==> config.mk <==
export PLATFORM = sky130hd
export DESIGN_NAME = sevt_axis_map
export DESIGN_NICKNAME = d
export VERILOG_FILES = /design/src/hw/rtl/sevt_pkg.sv /design/src/hw/rtl/sevt_axis_map.sv
export SDC_FILE = /design/constraint.sdc
export NUM_CORES = 2
export LEC_CHECK = 0
export BUFFER_PORTS_ARGS = -buffer_cell sky130_fd_sc_hd__buf_4
export CAP_MARGIN = 10
export CORE_MARGIN = 2
export CORE_UTILIZATION = 45
export CTS_BUF_LIST = sky130_fd_sc_hd__clkbuf_8
export DETAILED_ROUTE_END_ITERATION = 6
export PLACE_DENSITY = 0.73
export SLEW_MARGIN = 15
export SYNTH_ARGS = -nofsm -noshare
export SYNTH_HDL_FRONTEND = slang
export SYNTH_SLANG_ARGS = --single-unit
==> constraint.sdc <==
create_clock -name clk -period 6.9 [get_ports clk]
set_input_delay 0.345 -clock clk [delete_from_list [all_inputs] [get_ports clk]]
set_output_delay 0.345 -clock clk [all_outputs]
set_load 0.02 [all_outputs]
==> src/hw/rtl/sevt_pkg.sv <==
// Types, codes and constants of the stylus event tracker.
`default_nettype none

package sevt_pkg;

	localparam int unsigned COEF_W    = 32;
	localparam int unsigned VALUE_W   = 16;
	localparam int unsigned COORD_W   = 11;
	localparam int unsigned IDLE_W    = 32;
	localparam int unsigned CFG_IDX_W = 3;
	localparam int unsigned HOLD_W    = 16;
	localparam int unsigned FRAC_W    = 16;
	localparam int unsigned PROD_W    = 48;
	localparam int unsigned SUM_W     = 50;

	localparam int unsigned DEF_SCREEN_WIDTH  = 1404;
	localparam int unsigned DEF_SCREEN_HEIGHT = 1872;

	localparam logic [COEF_W-1:0] COEF_ONE      = 32'h0001_0000;
	localparam logic [HOLD_W-1:0] HOLDOFF_RESET = 16'd1000;

	typedef enum logic [1:0] {
		OP_KEY,
		OP_AXIS,
		OP_TICK,
		OP_NONE
	} opcode_t;

	typedef enum logic [1:0] {
		KEY_RUBBER,
		KEY_PEN,
		KEY_TOUCH,
		KEY_OTHER
	} key_code_t;

	typedef enum logic [1:0] {
		AXIS_X,
		AXIS_Y,
		AXIS_PRESSURE,
		AXIS_OTHER
	} axis_code_t;

	typedef enum logic [2:0] {
		KIND_NONE,
		KIND_PEN_DOWN,
		KIND_ERASER_DOWN,
		KIND_PEN_MOVE,
		KIND_ERASER_MOVE,
		KIND_PEN_UP,
		KIND_ERASER_UP
	} event_kind_t;

	typedef enum logic [CFG_IDX_W-1:0] {
		REG_COEF_XX,
		REG_COEF_XY,
		REG_OFFSET_X,
		REG_COEF_YX,
		REG_COEF_YY,
		REG_OFFSET_Y,
		REG_HOLDOFF_TICKS
	} cfg_reg_t;

	// Load enables of the two stages behind the input register.
	typedef struct packed {
		logic adv_s2;
		logic adv_s3;
	} stage_ctl_t;

endpackage

`default_nettype wire

==> src/hw/rtl/sevt_axis_map.sv <==
// One screen axis of the affine calibration: products, sum, clamp and floor.
`default_nettype none

module sevt_axis_map
	import sevt_pkg::*;
#(
	parameter int unsigned SIZE = DEF_SCREEN_WIDTH
) (
	input  wire logic                     clk,
	input  wire stage_ctl_t               ctl,
	input  wire logic signed [COEF_W-1:0] coef_a,
	input  wire logic signed [COEF_W-1:0] coef_b,
	input  wire logic signed [COEF_W-1:0] offset,
	input  wire logic [VALUE_W-1:0]       raw_a,
	input  wire logic [VALUE_W-1:0]       raw_b,
	input  wire logic                     map_en,
	output logic [COORD_W-1:0]            screen
);

	localparam longint TOP_L = (longint'(SIZE) - 64'sd1) * (64'sd1 <<< FRAC_W);
	localparam logic signed [SUM_W-1:0] TOP_Q = SUM_W'(TOP_L);
	localparam logic [COORD_W-1:0] LIMIT = COORD_W'(SIZE - 1);

	logic signed [PROD_W-1:0] prod_a, prod_b;
	logic signed [PROD_W-1:0] prod_a_s2, prod_b_s2;
	logic signed [COEF_W-1:0] offset_s2;
	logic                     en_s2;
	logic signed [SUM_W-1:0]  sum;
	logic [COORD_W-1:0]       screen_nxt;

	// Raw values are unsigned, so they enter the product with a zero sign bit.
	assign prod_a = PROD_W'(coef_a) * PROD_W'($signed({1'b0, raw_a}));
	assign prod_b = PROD_W'(coef_b) * PROD_W'($signed({1'b0, raw_b}));

	always_ff @(posedge clk) begin
		if (ctl.adv_s2) begin
			prod_a_s2 <= prod_a;
			prod_b_s2 <= prod_b;
			offset_s2 <= offset;
			en_s2     <= map_en;
		end
	end

	assign sum = SUM_W'(prod_a_s2) + SUM_W'(prod_b_s2) + SUM_W'(offset_s2);

	always_comb begin
		if (!en_s2 || sum[SUM_W-1]) begin
			screen_nxt = '0;
		end else if (sum > TOP_Q) begin
			screen_nxt = LIMIT;
		end else begin
			screen_nxt = sum[FRAC_W +: COORD_W];
		end
	end

	always_ff @(posedge clk) begin
		if (ctl.adv_s3) begin
			screen <= screen_nxt;
		end
	end

endmodule

`default_nettype wire

Word level (Yosys, flattened, before mapping)
Index checks and enable logic that the tools add are counted.
{ "totals": {"mem_count": 0, "rom_bits": 0, "mem_bits_rw": 0, "latch_bits": 0, "register_bits": 140, "output_inout_bits": 11} }
{ "classes": {"reduce_logical": 3, "bitwise_logic": 0, "magnitude_cmp": 1, "n_shift": 0, "mul": 2, "n_mux": 1, "addsub": 2, "n_eq_ne": 0, "div_mod_pow": 0} }
{ "ops": {"columns": ["cell", "n"], "rows": [
  ["32-bit by 17-bit multiplier with 48-bit output", 2],
  ["49-bit by 32-bit adder with 50-bit output", 1],
  ["50-bit by 28-bit greater-than comparator with 1-bit output, second input constant", 1],
  ["48-bit by 48-bit adder with 49-bit output", 1],
  ["11-bit 2-to-1 mux", 1],
  ["2-bit OR reduction", 1],
  ["1-bit logical NOT", 1],
  ["1-bit logical OR", 1]
]} }

Longest topological paths before layout
{ "logic_depth": {"depth_word": 4, "mapped_depth": 27} }

Worst setup path before layout
No wires, ideal clock.
{ "synth_path": {"path_type": "input -> register", "start": "input raw_b[8]", "end": "register prod_b_s2[47], data pin", "cell_stages": 25, "required_ns": 6.638, "t_arrival_ns": 6.209, "setup_slack_ns": 0.429, "path_cell_list": "clkbuf_1 -> nand2_1 -> fa_1 -> inv_1 -> fa_1 -> inv_1 -> fa_1 -> inv_1 -> fa_1 -> fa_1 -> inv_1 -> fa_1 -> inv_1 -> ha_1 -> nand4_1 -> nor2_1 -> o2111a_1 -> nor4_2 -> o21ai_1 -> o31a_1 -> a41o_1 -> o41ai_4 -> o21ai_1 -> a221oi_2 -> xnor2_1"} }
{ "synth_between": {"elab_chain_len": 1} }
{ "synth_lines": {"columns": ["item", "line", "rtl"], "rows": [
  ["start: declaration", "sevt_axis_map.sv:15", "input wire logic [VALUE_W-1:0] raw_b,"],
  ["32-bit by 17-bit multiplier with 48-bit output", "sevt_axis_map.sv:33", "assign prod_b = PROD_W'(coef_b) * PROD_W'($signed({1'b0, raw_b}));"],
  ["named net prod_b[47]", "sevt_axis_map.sv:24", "logic signed [PROD_W-1:0] prod_a, prod_b;"],
  ["end signal: assignment", "sevt_axis_map.sv:38", "prod_b_s2 <= prod_b;"],
  ["end: declaration", "sevt_axis_map.sv:25", "logic signed [PROD_W-1:0] prod_a_s2, prod_b_s2;"]
]} }
The timed path passes the listed nets, and every way through them passes these cells.
A chain may end at the register's enable or synchronous reset.

Worst setup path after layout
{ "layout_path": {"start": "input raw_a[2]", "end": "register prod_a_s2[47], data pin"} }
{ "layout_between": {"elab_chain_len": 1} }
{ "layout_lines": {"columns": ["item", "line", "rtl"], "rows": [
  ["start: declaration", "sevt_axis_map.sv:14", "input wire logic [VALUE_W-1:0] raw_a,"],
  ["32-bit by 17-bit multiplier with 48-bit output", "sevt_axis_map.sv:32", "assign prod_a = PROD_W'(coef_a) * PROD_W'($signed({1'b0, raw_a}));"],
  ["named net prod_a[47]", "sevt_axis_map.sv:24", null],
  ["end signal: assignment", "sevt_axis_map.sv:37", "prod_a_s2 <= prod_a;"],
  ["end: declaration", "sevt_axis_map.sv:25", null]
]} }
The timed path passes the listed nets, and every way through them passes these cells.

==> run summary <==
Status - complete, no violations
Clk buf depth - 2
Die ar. - 100100 sq um
Worst-path clk slew - 0.09 ns
Routed length per instance - 17.53 microns
Fill cells - 8919
Htree depth - 4
Grt ovf - 0
Iteration-0 DRC count of the detailed router - 1887
Max Clock Skew - 0.01411 ns
First-pass GRT wire length - 175800 microns
Dpl cells - 6047
Reg2reg path depth - 15
Post-synth EDFFs - 140
Synth unique cells - 81
Total Wirelength - 106600 microns
CTS Sinks - 140
Max Transition Viols Final - 0
Synth top area share - 46.36%
Clk_lat worst skew - 0.47 ns
Post-cts sizing count - 0
Drt drc - 0
Setup crit end kind - flip-flop
Yosys top cell by area - fa_1
Post-synth design cell area - 43920 sq um
Max cap viols - 0
Post-CTS Setup Inserts - 0
Gr usage total - 22.22%
Antenna violations before repair - 1
Die Span Y - 316.4 microns
CTS buffer count - 17
Fraction of layout cells with a size suffix above 1 - 6.517%
Post-Route Utilization - 48.75%
Final WS setup - 0.3409 ns
Synthesized flop and latch total - 140
Hold bufs inserted after CTS - 0
RSZ-0062 raised after global routing - false
Vias/cell - 5.247
Drt first pass iters - 7
Vias in the first global route - 34.52k
Ys flop type - edfxtp_1
Nets@finish - 6215
Detail Route Antenna Nets - 0
Place WS - -0.02646 ns
Post-synth ARST share - 0%
Crit Path Max Fanout - 19
Fin Hold WS - 0.03924 ns
Total vias in the final route - 31.90k
Starting Density - 45.42%
Number of diodes - 0
Mean Syn Cell Area - 9.329 sq um
Routability cong. - 0.9178
Largest net degree at the start of global routing - 71
Syn_nets - 6133
Sequential fraction of the synthesis area - 9.572%
Setup Viol. Count Final - 0
Highest clock rate - 152.5 MHz
Period Utilization, post-route - 95.06%
Worst hold path cell count - 1
CP Launch Type - primary input
CTS tree - done
IO Count - 143
Most frequent cells in the layout - inv_1, fa_1, nand2_1, and2_1, ha_1
Total core area - 96710 sq um
Die span in x - 316.4 microns
Area contributors post-synth - fa_1, inv_1, edfxtp_1
HP Class - in -> reg
Row cnt - 114
Final Hold Fails - 0
Critical path required time - 7.12 ns
Fin cells - 6079
Most common cell after layout, fill and taps aside - inv_1
Worst Setup Path Type - in -> reg
Yosys warns - 0
Post-Syn Instances - 4708
P&R area growth vs syn - 7.338%
Final critical-path required period - 6.559 ns
Root Driver - clkbuf_8
Critical Path AT - 6.78 ns
Port Buf Inserts - 142
Slew margin rel. - 36.39%
Hpwl dp - 88260 microns
Slew @ Worst Pin - 0.9509 ns
[per-stage QoR]
stage               cell area, sq um   TNS, ns
floorplan                      43920         0
global placement               46770  -0.02948
detailed placement             46770  -0.02646
CTS                            47140         0
global route                   47140         0
finish                         47140         0
[path summary, 6_finish.rpt]
check / from / end / slack, ns
setup / recovery: raw_a[2] / prod_a_s2[47] / 0.34
setup reg to reg: prod_a_s2[1] / screen[10] / 1.56
hold / removal: offset[12] / offset_s2[12] / 0.04
hold reg to reg: en_s2 / screen[1] / 0.99
[sequential cells by signal, summed over array words and instances (netlist names)]
register / count
screen: 11
prod_a_s2: 48
offset_s2: 32
en_s2: 1
prod_b_s2: 48
[layout make-up]
class	instances	area, sq um	share of cell area [%]
well taps	1276	1597	3.386
flip-flops and latches	140	4204	8.917
clock buffers	17	234.0	0.4963
clock inverters	15	140.1	0.2972
inverters	1154	4332	9.188
multi-input cells	3220	34630	73.46
repair buffers	257	2004	4.252
[worst max-delay path, cell delays in order]
cell	delay [ns]
buf_4	0.11
buf_4	0.25
nand2_1	0.12
fa_1	0.52
fa_1	0.51
fa_1	0.52
inv_1	0.07
fa_1	0.48
fa_1	0.49
inv_1	0.05
fa_1	0.48
inv_1	0.05
ha_1	0.30
and4_1	0.24
nand4_1	0.09
a21oi_1	0.14
o31ai_1	0.09
buf_4	0.15
a31oi_1	0.39
a211oi_1	0.18
buf_4	0.18
nor3_1	0.38
nor4b_1	0.14
nor3_1	0.22
o22ai_1	0.11
xnor2_1	0.14
[Yosys cell counts (all sizes together), types with 15 or more instances]
| library cell | n |
|---|---|
| o21bai | 21 |
| fa | 1017 |
| nor2b | 17 |
| a21o | 57 |
| o21a | 24 |
| edfxtp | 140 |
| xnor2 | 91 |
| nand2 | 652 |
| xor2 | 38 |
| nand3 | 26 |
| inv | 1154 |
| a211oi | 15 |
| a21oi | 121 |
| nand4 | 22 |
| ha | 276 |
| and2 | 464 |
| clkbuf | 185 |
| nor3 | 23 |
| a31oi | 20 |
| nand2b | 17 |
| and3 | 17 |
| nor2 | 78 |
| o21ai | 77 |
[cells by family after synthesis]
group | after synthesis | share of synthesized area [%]
DFF | 140 | 9.572
buffers and inverters | 1348 | 11.57
muxes | 4 | 0.09116
xor gates and xnor gates | 129 | 2.572
adders and majority gates | 1293 | 54.22
and+or+nand+nor | 1365 | 15.34
AOI/OAI and AO/OA | 429 | 6.635
[routing by layer]
metal / track usage [%] / up-vias / part of all wire (%) / routed length, microns
met2: 39.14 / 1001 / 51 / 54010
met5: 0 / - / 0.012 / 13
met4: 8.748 / 2 / 4.4 / 4662
li1: - / 14215 / - / -
met1: 28.01 / 16403 / 40 / 42270
met3: 2.466 / 278 / 5.3 / 5620
Power is not shown: default switching activity piles up to over one toggle a cycle in this logic, so the estimate is an artifact.
